File: src/design/ccs_pkg.sv
// ----------------------------------------------------------------------------
// ccs_pkg: shared types and constants for the calendar clock event scheduler
// Item codes, event entry layout, calendar limits and controller interface.
// ----------------------------------------------------------------------------
package ccs_pkg;

  localparam int unsigned EVENT_SLOTS_DEF = 32;
  localparam int unsigned LINE_COUNT      = 8;

  // item kinds
  localparam logic [1:0] KIND_TICK  = 2'd0;
  localparam logic [1:0] KIND_EVENT = 2'd1;
  localparam logic [1:0] KIND_SET   = 2'd2;

  // event actions
  localparam logic [1:0] ACT_EMPTY = 2'd0;
  localparam logic [1:0] ACT_ON    = 2'd1;
  localparam logic [1:0] ACT_OFF   = 2'd2;

  // calendar limits
  localparam logic [6:0] SEC_WRAP   = 7'd60;
  localparam logic [6:0] MIN_WRAP   = 7'd60;
  localparam logic [5:0] HOUR_WRAP  = 6'd24;
  localparam logic [5:0] DAY_OVER   = 6'd32;
  localparam logic [5:0] DAY_31     = 6'd31;
  localparam logic [5:0] DAY_30     = 6'd30;
  localparam logic [5:0] DAY_29     = 6'd29;
  localparam logic [3:0] MONTH_OVER = 4'd13;
  localparam logic [3:0] MON_FEB    = 4'd2;
  localparam logic [3:0] MON_APR    = 4'd4;
  localparam logic [3:0] MON_JUN    = 4'd6;
  localparam logic [3:0] MON_SEP    = 4'd9;
  localparam logic [3:0] MON_NOV    = 4'd11;

  localparam logic [5:0]  SEC_RESET   = 6'd0;
  localparam logic [5:0]  MIN_RESET   = 6'd0;
  localparam logic [4:0]  HOUR_RESET  = 5'd0;
  localparam logic [4:0]  DATE_RESET  = 5'd1;
  localparam logic [3:0]  MONTH_RESET = 4'd1;
  localparam logic [15:0] YEAR_RESET  = 16'd2000;
  localparam logic [7:0]  LINES_RESET = 8'hFF;

  // y is a multiple of 25 iff y * inv(25) mod 2^16 <= floor(65535 / 25)
  localparam logic [15:0] INV25       = 16'd23593;
  localparam logic [15:0] DIV25_LIMIT = 16'd2621;

  typedef struct packed {
    logic [2:0] device;
    logic [1:0] action;
    logic [4:0] hour;
    logic [5:0] minute;
  } ev_entry_t;

  typedef enum logic [1:0] {
    ST_IDLE,
    ST_SCAN,
    ST_DRAIN,
    ST_FINISH
  } state_t;

  typedef struct packed {
    logic take;    // item transfer this cycle
    logic scan;    // read the next event slot
    logic finish;  // load the tick result
  } cmd_t;

  typedef struct packed {
    logic is_tick;
    logic scan_last;
    logic out_free;
  } sts_t;

  // Gregorian rule: centuries leap only when divisible by 400 (= 25 * 16)
  function automatic logic is_leap(input logic [15:0] y);
    logic [15:0] prod;
    logic        div25;
    prod  = 16'(y * INV25);
    div25 = (prod <= DIV25_LIMIT);
    return div25 ? (y[3:0] == 4'd0) : (y[1:0] == 2'd0);
  endfunction

endpackage

File: src/design/ccs_ram.sv
// ----------------------------------------------------------------------------
// ccs_ram: generic single-write, single-read RAM
// One write port and one read port with registered read data.
// ----------------------------------------------------------------------------
module ccs_ram #(
  parameter int unsigned WIDTH = 16,
  parameter int unsigned DEPTH = 32,
  localparam int unsigned AW = (DEPTH > 1) ? $clog2(DEPTH) : 1
) (
  input  logic             clk,
  input  logic             we,
  input  logic [AW-1:0]    waddr,
  input  logic [WIDTH-1:0] wdata,
  input  logic             re,
  input  logic [AW-1:0]    raddr,
  output logic [WIDTH-1:0] rdata
);

  logic [WIDTH-1:0] mem [DEPTH];

  always_ff @(posedge clk) begin
    if (we) begin
      mem[waddr] <= wdata;
    end
    if (re) begin
      rdata <= mem[raddr];
    end
  end

endmodule

File: src/design/ccs_ctrl.sv
// ----------------------------------------------------------------------------
// ccs_ctrl: item sequencer
// Takes items, walks the event table after a tick and releases the result.
// ----------------------------------------------------------------------------
module ccs_ctrl (
  input  logic          clk,
  input  logic          rst,
  input  logic          in_valid,
  output logic          in_stall,
  input  ccs_pkg::sts_t sts,
  output ccs_pkg::cmd_t cmd
);
  import ccs_pkg::*;

  state_t state, state_next;

  always_ff @(posedge clk) begin
    if (rst) begin
      state <= ST_IDLE;
    end else begin
      state <= state_next;
    end
  end

  always_comb begin
    state_next = state;
    unique case (state)
      ST_IDLE: begin
        if (in_valid && sts.out_free && sts.is_tick) state_next = ST_SCAN;
      end
      ST_SCAN: begin
        if (sts.scan_last) state_next = ST_DRAIN;
      end
      ST_DRAIN:  state_next = ST_FINISH;
      ST_FINISH: state_next = ST_IDLE;
      default:   state_next = ST_IDLE;
    endcase
  end

  always_comb begin
    cmd      = '0;
    in_stall = 1'b1;
    unique case (state)
      ST_IDLE: begin
        in_stall = !sts.out_free;
        cmd.take = in_valid && sts.out_free;
      end
      ST_SCAN:   cmd.scan   = 1'b1;
      ST_DRAIN:  cmd        = '0;
      ST_FINISH: cmd.finish = 1'b1;
      default:   cmd        = '0;
    endcase
  end

endmodule

File: src/design/ccs_dp.sv
// ----------------------------------------------------------------------------
// ccs_dp: calendar counters, event table and output register
// Advances the time, stores event slots and applies matching slots to lines.
// ----------------------------------------------------------------------------
module ccs_dp #(
  parameter int unsigned EVENT_SLOTS = ccs_pkg::EVENT_SLOTS_DEF,
  localparam int unsigned AW = (EVENT_SLOTS > 1) ? $clog2(EVENT_SLOTS) : 1
) (
  input  logic          clk,
  input  logic          rst,
  input  ccs_pkg::cmd_t cmd,
  output ccs_pkg::sts_t sts,
  input  logic          cfg_wr_en,
  input  logic [2:0]    cfg_wr_data,
  input  logic [1:0]    kind,
  input  logic [4:0]    slot,
  input  logic [2:0]    device,
  input  logic [1:0]    action,
  input  logic [5:0]    second,
  input  logic [5:0]    minute,
  input  logic [4:0]    hour,
  input  logic [4:0]    date,
  input  logic [3:0]    month,
  input  logic [15:0]   year,
  output logic          out_valid,
  input  logic          out_stall,
  output logic [7:0]    drive_out,
  output logic [5:0]    cur_second,
  output logic [5:0]    cur_minute,
  output logic [4:0]    cur_hour,
  output logic [4:0]    cur_date,
  output logic [3:0]    cur_month,
  output logic [15:0]   cur_year
);
  import ccs_pkg::*;

  logic [2:0]  line_offset;
  logic [5:0]  sec_count, sec_next;
  logic [5:0]  min_count, min_next;
  logic [4:0]  hour_count, hour_next;
  logic [4:0]  day_of_month, day_next;
  logic [3:0]  month_count, month_next;
  logic [15:0] year_count, year_next;
  logic [7:0]  drive_lines, drive_lines_next;

  logic [EVENT_SLOTS-1:0] slot_valid;
  logic [AW-1:0]          scan_ptr;
  logic                   rd_pend;
  logic                   ent_valid;
  logic [15:0]            rd_data;

  logic [8:0]    slot_ext;
  logic          slot_in_range;
  logic [AW-1:0] waddr;
  logic          ram_we;
  ev_entry_t     wr_entry;
  ev_entry_t     entry;

  logic [6:0]  sec_inc;
  logic [6:0]  min_inc;
  logic [5:0]  hour_inc;
  logic [5:0]  day_inc;
  logic [3:0]  month_inc;
  logic        new_month;
  logic [5:0]  adv_sec;
  logic [5:0]  adv_min;
  logic [4:0]  adv_hour;
  logic        day_roll;
  logic [4:0]  adv_day;
  logic [3:0]  adv_month;
  logic [15:0] adv_year;

  logic        is_tick;
  logic        hit;
  logic [3:0]  line_sum;
  logic        out_load;

  // ---- event table ----
  assign slot_ext      = 9'(slot);
  assign slot_in_range = (slot_ext < 9'(EVENT_SLOTS));
  assign waddr         = slot_ext[AW-1:0];
  assign ram_we        = cmd.take && (kind == KIND_EVENT) && slot_in_range;
  assign wr_entry      = '{device: device, action: action, hour: hour, minute: minute};

  ccs_ram #(
    .WIDTH ($bits(ev_entry_t)),
    .DEPTH (EVENT_SLOTS)
  ) u_ram (
    .clk   (clk),
    .we    (ram_we),
    .waddr (waddr),
    .wdata (wr_entry),
    .re    (cmd.scan),
    .raddr (scan_ptr),
    .rdata (rd_data)
  );

  always_ff @(posedge clk) begin
    if (rst) begin
      slot_valid <= '0;
      scan_ptr   <= '0;
      rd_pend    <= 1'b0;
      ent_valid  <= 1'b0;
    end else begin
      if (ram_we) slot_valid[waddr] <= 1'b1;
      if (cmd.take) begin
        scan_ptr <= '0;
      end else if (cmd.scan) begin
        scan_ptr <= AW'(scan_ptr + 1'b1);
      end
      rd_pend   <= cmd.scan;
      ent_valid <= slot_valid[scan_ptr];
    end
  end

  assign sts.scan_last = (scan_ptr == AW'(EVENT_SLOTS - 1));

  // ---- calendar advance ----
  assign sec_inc   = 7'(sec_count) + 7'd1;
  assign min_inc   = 7'(min_count) + 7'd1;
  assign hour_inc  = 6'(hour_count) + 6'd1;
  assign day_inc   = 6'(day_of_month) + 6'd1;
  assign month_inc = 4'(month_count + 4'd1);

  always_comb begin
    adv_sec  = sec_inc[5:0];
    adv_min  = min_count;
    adv_hour = hour_count;
    day_roll = 1'b0;
    if (sec_inc == SEC_WRAP) begin
      adv_sec = '0;
      adv_min = min_inc[5:0];
      if (min_inc == MIN_WRAP) begin
        adv_min  = '0;
        adv_hour = hour_inc[4:0];
        if (hour_inc == HOUR_WRAP) begin
          adv_hour = '0;
          day_roll = 1'b1;
        end
      end
    end
  end

  always_comb begin
    new_month = 1'b0;
    if (day_inc == DAY_OVER) begin
      new_month = 1'b1;
    end else if (day_inc == DAY_31) begin
      new_month = (month_count == MON_APR) || (month_count == MON_JUN) ||
                  (month_count == MON_SEP) || (month_count == MON_NOV);
    end else if (day_inc == DAY_30) begin
      new_month = (month_count == MON_FEB);
    end else if (day_inc == DAY_29) begin
      new_month = (month_count == MON_FEB) && !is_leap(year_count);
    end
    adv_day   = new_month ? DATE_RESET : day_inc[4:0];
    adv_month = new_month ? month_inc : month_count;
    adv_year  = year_count;
    // month thirteen rolls into the next year
    if (adv_month == MONTH_OVER) begin
      adv_month = MONTH_RESET;
      adv_year  = 16'(year_count + 16'd1);
    end
  end

  assign is_tick = (kind == KIND_TICK);

  always_comb begin
    sec_next   = sec_count;
    min_next   = min_count;
    hour_next  = hour_count;
    day_next   = day_of_month;
    month_next = month_count;
    year_next  = year_count;
    if (cmd.take && is_tick) begin
      sec_next  = adv_sec;
      min_next  = adv_min;
      hour_next = adv_hour;
      if (day_roll) begin
        day_next   = adv_day;
        month_next = adv_month;
        year_next  = adv_year;
      end
    end else if (cmd.take && (kind == KIND_SET)) begin
      sec_next   = second;
      min_next   = minute;
      hour_next  = hour;
      day_next   = date;
      month_next = month;
      year_next  = year;
    end
  end

  // ---- event apply, one slot per cycle ----
  assign entry    = ent_valid ? ev_entry_t'(rd_data) : '0;
  assign line_sum = 4'(entry.device) + 4'(line_offset);
  assign hit      = rd_pend && (entry.hour == hour_count) && (entry.minute == min_count) &&
                    (line_sum < 4'(LINE_COUNT));

  always_comb begin
    drive_lines_next = drive_lines;
    if (hit) begin
      case (entry.action)
        ACT_ON:  drive_lines_next[line_sum[2:0]] = 1'b0;
        ACT_OFF: drive_lines_next[line_sum[2:0]] = 1'b1;
        default: drive_lines_next = drive_lines;
      endcase
    end
  end

  always_ff @(posedge clk) begin
    if (rst) begin
      line_offset  <= '0;
      sec_count    <= SEC_RESET;
      min_count    <= MIN_RESET;
      hour_count   <= HOUR_RESET;
      day_of_month <= DATE_RESET;
      month_count  <= MONTH_RESET;
      year_count   <= YEAR_RESET;
      drive_lines  <= LINES_RESET;
    end else begin
      if (cfg_wr_en) line_offset <= cfg_wr_data;
      sec_count    <= sec_next;
      min_count    <= min_next;
      hour_count   <= hour_next;
      day_of_month <= day_next;
      month_count  <= month_next;
      year_count   <= year_next;
      drive_lines  <= drive_lines_next;
    end
  end

  // ---- result register ----
  assign out_load     = (cmd.take && !is_tick) || cmd.finish;
  assign sts.is_tick  = is_tick;
  assign sts.out_free = !out_valid || !out_stall;

  always_ff @(posedge clk) begin
    if (rst) begin
      out_valid <= 1'b0;
    end else if (out_load) begin
      out_valid <= 1'b1;
    end else if (!out_stall) begin
      out_valid <= 1'b0;
    end
  end

  always_ff @(posedge clk) begin
    if (out_load) begin
      drive_out  <= drive_lines;
      cur_second <= sec_next;
      cur_minute <= min_next;
      cur_hour   <= hour_next;
      cur_date   <= day_next;
      cur_month  <= month_next;
      cur_year   <= year_next;
    end
  end

endmodule

File: src/design/calendar_clock_event_scheduler.sv
// ----------------------------------------------------------------------------
// calendar_clock_event_scheduler: calendar clock with timed line switching
// Keeps the time and date, and switches output lines from an event table.
// ----------------------------------------------------------------------------
// A tick item advances the clock by one second and then walks the event table
// one slot per cycle through the single read port of the slot RAM; after the
// last slot a drain state and a finish state follow, and the finish state
// loads the tick result. Event writes, time sets and unused kinds load their
// result at the transfer edge. One item is in work at a time; the input
// is taken while the result register is empty or being drained. Every slot
// reads as empty after reset with no clearing pass, since each slot carries a
// valid flag. line_offset may be written only while the block is idle.
module calendar_clock_event_scheduler #(
  parameter int unsigned EVENT_SLOTS = ccs_pkg::EVENT_SLOTS_DEF
) (
  input  logic        clk,
  input  logic        rst,
  input  logic        cfg_wr_en,
  input  logic [2:0]  cfg_wr_data,
  input  logic        in_valid,
  output logic        in_stall,
  input  logic [1:0]  kind,
  input  logic [4:0]  slot,
  input  logic [2:0]  device,
  input  logic [1:0]  action,
  input  logic [5:0]  second,
  input  logic [5:0]  minute,
  input  logic [4:0]  hour,
  input  logic [4:0]  date,
  input  logic [3:0]  month,
  input  logic [15:0] year,
  output logic        out_valid,
  input  logic        out_stall,
  output logic [7:0]  drive_out,
  output logic [5:0]  cur_second,
  output logic [5:0]  cur_minute,
  output logic [4:0]  cur_hour,
  output logic [4:0]  cur_date,
  output logic [3:0]  cur_month,
  output logic [15:0] cur_year
);
  import ccs_pkg::*;

  cmd_t cmd;
  sts_t sts;

  ccs_ctrl u_ctrl (
    .clk      (clk),
    .rst      (rst),
    .in_valid (in_valid),
    .in_stall (in_stall),
    .sts      (sts),
    .cmd      (cmd)
  );

  ccs_dp #(
    .EVENT_SLOTS (EVENT_SLOTS)
  ) u_dp (
    .clk         (clk),
    .rst         (rst),
    .cmd         (cmd),
    .sts         (sts),
    .cfg_wr_en   (cfg_wr_en),
    .cfg_wr_data (cfg_wr_data),
    .kind        (kind),
    .slot        (slot),
    .device      (device),
    .action      (action),
    .second      (second),
    .minute      (minute),
    .hour        (hour),
    .date        (date),
    .month       (month),
    .year        (year),
    .out_valid   (out_valid),
    .out_stall   (out_stall),
    .drive_out   (drive_out),
    .cur_second  (cur_second),
    .cur_minute  (cur_minute),
    .cur_hour    (cur_hour),
    .cur_date    (cur_date),
    .cur_month   (cur_month),
    .cur_year    (cur_year)
  );

endmodule

File: config.mk
export PLATFORM = sky130hd
export DESIGN_NAME = calendar_clock_event_scheduler
export DESIGN_NICKNAME = d
export VERILOG_FILES = /design/src/design/ccs_pkg.sv /design/src/design/ccs_ram.sv /design/src/design/ccs_ctrl.sv /design/src/design/ccs_dp.sv /design/src/design/calendar_clock_event_scheduler.sv
export SDC_FILE = /design/constraint.sdc
export NUM_CORES = 1
export LEC_CHECK = 0
export BUFFER_PORTS_ARGS = -buffer_cell sky130_fd_sc_hd__buf_2
export CAP_MARGIN = 15
export CORE_UTILIZATION = 55
export DETAILED_ROUTE_END_ITERATION = 7
export HOLD_SLACK_MARGIN = 0.02
export PLACE_DENSITY_LB_ADDON = 0.08
export SKIP_LAST_GASP = 1
export SYNTH_ARGS = -nofsm -noshare
export SYNTH_HDL_FRONTEND = slang
export SYNTH_SLANG_ARGS = --single-unit
File: constraint.sdc
create_clock -name clk -period 6.75 [get_ports clk]
set_input_delay 0.675 -clock clk [delete_from_list [all_inputs] [get_ports clk]]
set_output_delay 0.675 -clock clk [all_outputs]
set_load 0.005 [all_outputs]
# Word level (Yosys, flattened, before mapping)
# Memory sizes are Yosys's and may differ from the RTL's. A register that Yosys moved wholly into a read port is not among the register bits.
# Cells that the tools add are included.
[classes] addsub=8 n_mul=1 div_mod_pow=0 magnitude_cmp=8 eq_ne=26 shift=0 mux=52 n_bitwise=4 n_reduce_logical=31
[op_table] operator="two-way mux 16 bit" n=5
[op_table] operator="two-way mux 5 bit" n=9
[op_table] operator="two-way mux 6 bit" n=7
[op_table] operator="bitwise OR 32 bit" n=1
[op_table] operator="== test 6 x 5 -> 1 bit, second input constant" n=4
[op_table] operator="two-way mux 4 bit" n=5
[op_table] operator="two-way mux 1 bit" n=19
[op_table] operator="less-than comparator 5 x 6 -> 1 bit, second input constant" n=3
[op_table] operator="adder 16 x 1 -> 16 bit, second input constant" n=1
[op_table] operator="<= comparator 16 x 12 -> 1 bit, second input constant" n=1
[op_table] operator="multiplier 16 x 15 -> 16 bit, second input constant" n=1
[op_table] operator="one-hot mux 8 bit (2 select lines)" n=1
[op_table] operator="adder 6 x 1 -> 7 bit, second input constant" n=2
[op_table] operator="== test 7 x 6 -> 1 bit, second input constant" n=2
[op_table] operator="logical AND 1 bit" n=13
[op_table] operator="adder 5 x 1 -> 6 bit, second input constant" n=2
[op_table] operator="== test 4 bit, second input constant" n=3
[op_table] operator="AND 8 bit" n=1
[op_table] operator="== test 2 bit, second input constant" n=4
[op_table] operator="== test 4 x 3 -> 1 bit, second input constant" n=2
[op_table] operator="inverter 8 bit" n=1
[op_table] operator="bitwise OR 8 bit" n=1
[op_table] operator="one-hot mux 2 bit (4 select lines)" n=1
[op_table] operator="== test 2 x 1 -> 1 bit, second input constant" n=3
[op_table] operator="25 further kinds" n=38
[word_totals] regBits=145 latchBits=0 ram_bits=512 romBits=0 wordCells=152 n_memories=1
[mem_list] name="u_dp.u_ram.mem" depth=32 word_bits=16 read_ports=1 rd_ports_with_merged_regs=1 write_ports=1 line_no="ccs_ram.sv:19" rtl="logic [WIDTH-1:0] mem [DEPTH];"

# Depth between registers and ports, before layout
[depth] depth_word=14 mapped_depth=20 mapped_depth_nobuf=19

# Modules after synthesis
# A second synthesis with hierarchy kept.
[hier_totals] hier_cells=2104 area_unflattened_um2=29684.7
[modules_own_cells] module="ccs_ram" n_inst=1 cells_per_inst=1143 area_per_inst_um2=20696.1 seq_area_each_um2=15855.2
[modules_own_cells] module="ccs_dp" n_inst=1 cells_per_inst=941 area_per_inst_um2=8800.9 seq_area_each_um2=3363.2
[modules_own_cells] module="ccs_ctrl" n_inst=1 cells_per_inst=20 area_per_inst_um2=187.7 seq_area_each_um2=40.0

# Least setup slack after synthesis
# No wires, ideal clock.
[synth_timing] path_kind="reg-to-reg" startpoint="reg u_dp.year_count[2]" endpoint="reg u_dp.cur_month[2], data pin" setup_ns=0.265 arrival_ns=4.647 path_slack_ns=1.837 path_stages_with_launch=20 path_buffers=1 cell_sequence="dfxtp_1 -> inv_1 -> ha_1 -> ha_1 -> inv_1 -> fa_1 -> fa_1 -> inv_1 -> fa_1 -> ha_1 -> ha_1 -> nor2b_1 -> a22oi_1 -> nand4_1 -> a21oi_1 -> o211ai_1 -> a211o_1 -> buf_6 -> mux2i_1 -> or3_1"
[synth_via] elab_chain_cells=14 word_cells_on_any_way=15
[synth_rtl] item="start: declaration" line_no="ccs_dp.sv:43" rtl="logic [15:0] year_count, year_next;"
[synth_rtl] item="start signal: assignment" line_no="ccs_dp.sv:228" rtl="year_count <= year_next;"
[synth_rtl] item="multiplier 16 x 15 -> 16 bit" line_no="ccs_pkg.sv:77" rtl="prod = 16'(y * INV25);"
[synth_rtl] item="<= comparator 16 x 12 -> 1 bit" line_no="ccs_pkg.sv:78" rtl="div25 = (prod <= DIV25_LIMIT);"
[synth_rtl] item="two-way mux 1 bit (*)" line_no="ccs_pkg.sv:79" rtl="return div25 ? (y[3:0] == 4'd0) : (y[1:0] == 2'd0);"
[synth_rtl] item="logical NOT 1 bit (*)" line_no="ccs_dp.sv:154" rtl="new_month = (month_count == MON_FEB) && !is_leap(year_count);"
[synth_rtl] item="logical AND 1 bit (*)" line_no="ccs_dp.sv:154"
[synth_rtl] item="two-way mux 1 bit (*)" line_no="ccs_dp.sv:153" rtl="end else if (day_inc == DAY_29) begin"
[synth_rtl] item="two-way mux 1 bit (*)" line_no="ccs_dp.sv:151" rtl="end else if (day_inc == DAY_30) begin"
[synth_rtl] item="two-way mux 1 bit (*)" line_no="ccs_dp.sv:148" rtl="end else if (day_inc == DAY_31) begin"
[synth_rtl] item="two-way mux 1 bit (*)" line_no="ccs_dp.sv:146" rtl="if (day_inc == DAY_OVER) begin"
[synth_rtl] item="two-way mux 4 bit (*)" line_no="ccs_dp.sv:157" rtl="adv_month = new_month ? month_inc : month_count;"
[synth_rtl] item="== test 4 bit" line_no="ccs_dp.sv:160" rtl="if (adv_month == MONTH_OVER) begin"
[synth_rtl] item="two-way mux 4 bit (*)" line_no="ccs_dp.sv:160"
[synth_rtl] item="two-way mux 4 bit (*)" line_no="ccs_dp.sv:179" rtl="if (day_roll) begin"
[synth_rtl] item="two-way mux 4 bit (*)" line_no="ccs_dp.sv:175" rtl="if (cmd.take && is_tick) begin"
[synth_rtl] item="via u_dp.month_next[2]" line_no="ccs_dp.sv:42" rtl="logic [3:0] month_count, month_next;"
[synth_rtl] item="end signal: assignment" line_no="ccs_dp.sv:255" rtl="cur_month <= month_next;"
[synth_rtl] item="end: declaration" line_no="ccs_dp.sv:32" rtl="output logic [3:0] cur_month,"
# Mark *: on every way through the listed nets, which the timed path passes. The rest lies on a longest branch.
# A chain may end at the register's enable or synchronous reset.

# Worst setup path in the final report
[layout_timing] startpoint="reg u_dp.year_count[3]" endpoint="reg u_dp.cur_month[2], data pin"
# The elaborated chain is that of the path after synthesis.

==> impl_metrics.toml <==
[floorplan]
die_h_um = 231
ios = 114
initial_core_util_pct = 55.9
rows = 83
die_width_um = 231
coreArea_sq_um = 51500
die_area_sq_um = 53200

[critical_path]
critical_path_class = "register to register"
cp.buffers_inverters = 3
worst_path_max_delay_cell = "fa_1"
critPathMostFrequentCell = "ha_1"
r2r_cells = 16
worstSetupPathDepth = 16
cp_max_fo = 10
endpoint = "u_dp.cur_month[2]$_DFFE_PP_"
crit_path_start_kind = "register"
crit_arrival_ps = 5820
r2r_end = "u_dp.cur_month[2]$_DFFE_PP_"
crit_chain = "inv_1 > ha_1 > ha_1 > inv_1 > fa_1 > fa_1 > inv_1 > fa_1 > ha_1 > ha_1 > or4_1 > a21oi_1 > nor4bb_1 > a211o_1 > mux2i_1 > or3_1"
startpoint = "u_dp.year_count[3]$_SDFF_PP0_"
cpLargestDelayFamily = "adder cells"
critPathCaptureType = "register"
crit_path_max_incr_delay_ps = 550
r2r_slack_ps = 1280
r2r-start = "u_dp.year_count[3]$_SDFF_PP0_"
crit_required_ps = 7100

[synthesis]
syn_avg_cell_area_sq_um = 17.2
synth_seq_cells = 673
yosysSeqAreaShare_pct = 66.9
yosys_warnings = 0
postSynthCellCount = 1674
synth-main-ff-cell = "edfxtp_1"
synth-edff-count = 578
synth.area.mux_share_pct = 14.7
synth_top_family_by_area = "multiplexers"
mappedNetlistNets = 1841
ys_async_sr_fraction_pct = 0
synth_compound_area_share_pct = 4.72
syn_area_sq_um = 28800
synth_cell_types = 81
synthSimpleGateAreaFrac_pct = 5.82
yosys.area_share.adder_pct = 5.06
synth_xor_area_share_pct = 0.787

[cells_and_area]
drive_above_1_share_pct = 27.3
final_common_cell = "edfxtp_1"
nFillCells = 3680
antenna_cells = 0
final_nets = 1998
layout_common_cells = "578 x edfxtp_1, 170 x mux4_2, 113 x buf_2"
syn2layout_area_growth_pct = 13.3
design_area_sq_um = 32600

[timing]
holdWs_ps = 315
relSlewSlack_pct = 27.2
min_period_over_period_pct = 81.0
drv_slew = 0
fmax_mhz = 183
fin_crit_ps = 5470
hold_viol_final = 0
setup_viol = 0
rsz0062_at_grt = "no"
tightest_slew_ps = 1090
fin_skew_ps = 18.0
tns_ps = 0

[power]
swShare_pct = 25.9
pwr-share-seq_pct = 46.5
p_per_area_nw_per_um2 = 318
pwr-share-comb_pct = 17.4
peakVddDrop_uv = 280
p_leak_nw = 10.9
p_sw_mw = 2.69
p_int_mw = 7.69
pwr-share-clk_pct = 36.1

[clock_network]
htreeDepth = 3
clkSinkCount = 673
clk_pin_slew_ps = 70
holdBufCountCts = 0
postCtsSetupBuffers = 0
insertion_delay_ps = 610
clock_path_buffers = 3
cts_tree = "built"
cts-resized-gates = 0
cts-root-buf = "clkbuf_16"
cts_buffers = 70

[routing]
vias = 15829
antenna_left = 0
dr.pass1.iters = 5
wl_per_cell_um = 26.1
drc = 0
wl_mm = 67.0
vias_per_cell = 6.17
drt-initial-drc-count = 1618

[worst_hold_path]
hold_depth = 3
hold_class = "input pin to register"

[place]
gp_congestion = 0.846
placed_area_sq_um = 30300
io_buffer_count = 113
dp_hpwl_mm = 42.1

[global_route]
grt-ovfl-total = 0
grt_max_degree = 140
grt_pass1_vias = 15766
antenna_found_initial = 8
grt_pass1_wl_mm = 100
grt_use_total_pct = 26.0

[flow_run]
max_cap_viol_count = 0

[run_status]
outcome = "finished clean"
[final cells by class]
class / count / area [sq um] / area share (%)
multi-input combinational: 857 / 9020 / 27.7
sequential: 673 / 19300 / 59.1
inverter: 70 / 263 / 0.806
timing repair buffer: 159 / 968 / 2.97
clock inverter: 35 / 302 / 0.925
clock buffer: 93 / 1940 / 5.95
tap: 680 / 851 / 2.61
[worst min-delay path, cell delays in order]
cell and delay, ps:
buf_2 80, mux2i_1 60, nor2_1 80
[worst min-delay path by stage]
stage / end / from
2_1_floorplan: u_dp.drive_out[1]$_DFFE_PP_ / register
3_3_place_gp: u_dp.drive_out[3]$_DFFE_PP_ / register
3_5_place_dp: u_dp.drive_out[1]$_DFFE_PP_ / register
4_1_cts: u_dp.line_offset[0]$_SDFFE_PP0P_ / cfg_wr_data[0]
5_1_grt: u_dp.line_offset[0]$_SDFFE_PP0P_ / cfg_wr_data[0]
6_report: u_dp.line_offset[0]$_SDFFE_PP0P_ / cfg_wr_data[0]
[sequential cells by signal (all words and copies together), names as in the netlist, 5 cells and up, named ones only]
| name | count |
|---|---|
| u_dp.slot_valid | 32 |
| u_dp.hour_count | 5 |
| u_dp.u_ram.mem | 512 |
| u_dp.year_count | 16 |
| u_dp.day_of_month | 5 |
| u_dp.cur_minute | 6 |
| u_dp.min_count | 6 |
| u_dp.cur_hour | 5 |
| u_dp.sec_count | 6 |
| u_dp.scan_ptr | 5 |
| u_dp.cur_year | 16 |
| u_dp.cur_second | 6 |
| u_dp.drive_out | 8 |
| u_dp.cur_date | 5 |
| u_dp.u_ram.rdata | 16 |
[per-layer routing]
metal	vias to the layer above	share of wire [%]	track usage [%]
met3	112	6.3	4.67
met2	588	49	42.4
met5	-	0.063	0
met1	8160	42	36.1
met4	6	2.5	7.43
li1	6963	-	-
[Yosys cell counts, drive strengths merged, types with 8 or more instances]
cell	number	area, sq um
fa	19	380
nand3	24	120
a31oi	10	62.6
nor3	29	166
nor2	113	429
o22ai	15	93.8
nor4	15	109
or2	8	50.1
o21a	32	241
nand2	65	244
nand2b	13	81.3
xnor2	19	174
mux2	21	236
and2	25	156
edfxtp	578	17400
dfxtp	95	1900
mux4	170	3830
a21oi	25	129
a211oi	16	125
mux2i	14	153
o21ai	26	134
ha	86	1080
clkbuf	47	176
inv	70	263
buf	27	146
o211ai	12	90.1
[through the flow]
step	cells	utilization [%]	setup slack, ps	total power [mW]
after floorplan	1674	-	1840	6.19
after global placement	2437	58.9	1340	6.68
after detailed placement	2437	58.9	1250	6.72
after CTS	2565	63.2	1220	10.5
after global routing	2567	63.3	944	10.8
final	2567	63.3	1280	10.4
[logic make-up (layout without fill, tap and decap cells)]
family,Yosys count,after routing
flops,673,673
compound gates,186,186
mux,205,205
buf+inv,144,357
fa+ha+maj,105,105
simple gates,336,336
xor+xnor,25,25
[power by group through the flow]
stage | Clock [mW] | Combinational [mW] | Sequential (mW)
final | 3.75 | 1.81 | 4.82
after global routing | 3.97 | 2.00 | 4.84
after CTS | 3.82 | 1.82 | 4.83
after detailed placement | 0 | 1.81 | 4.92
after global placement | 0 | 1.77 | 4.91
after floorplan | 0 | 1.33 | 4.85
Power figures use the tool's default switching activity.
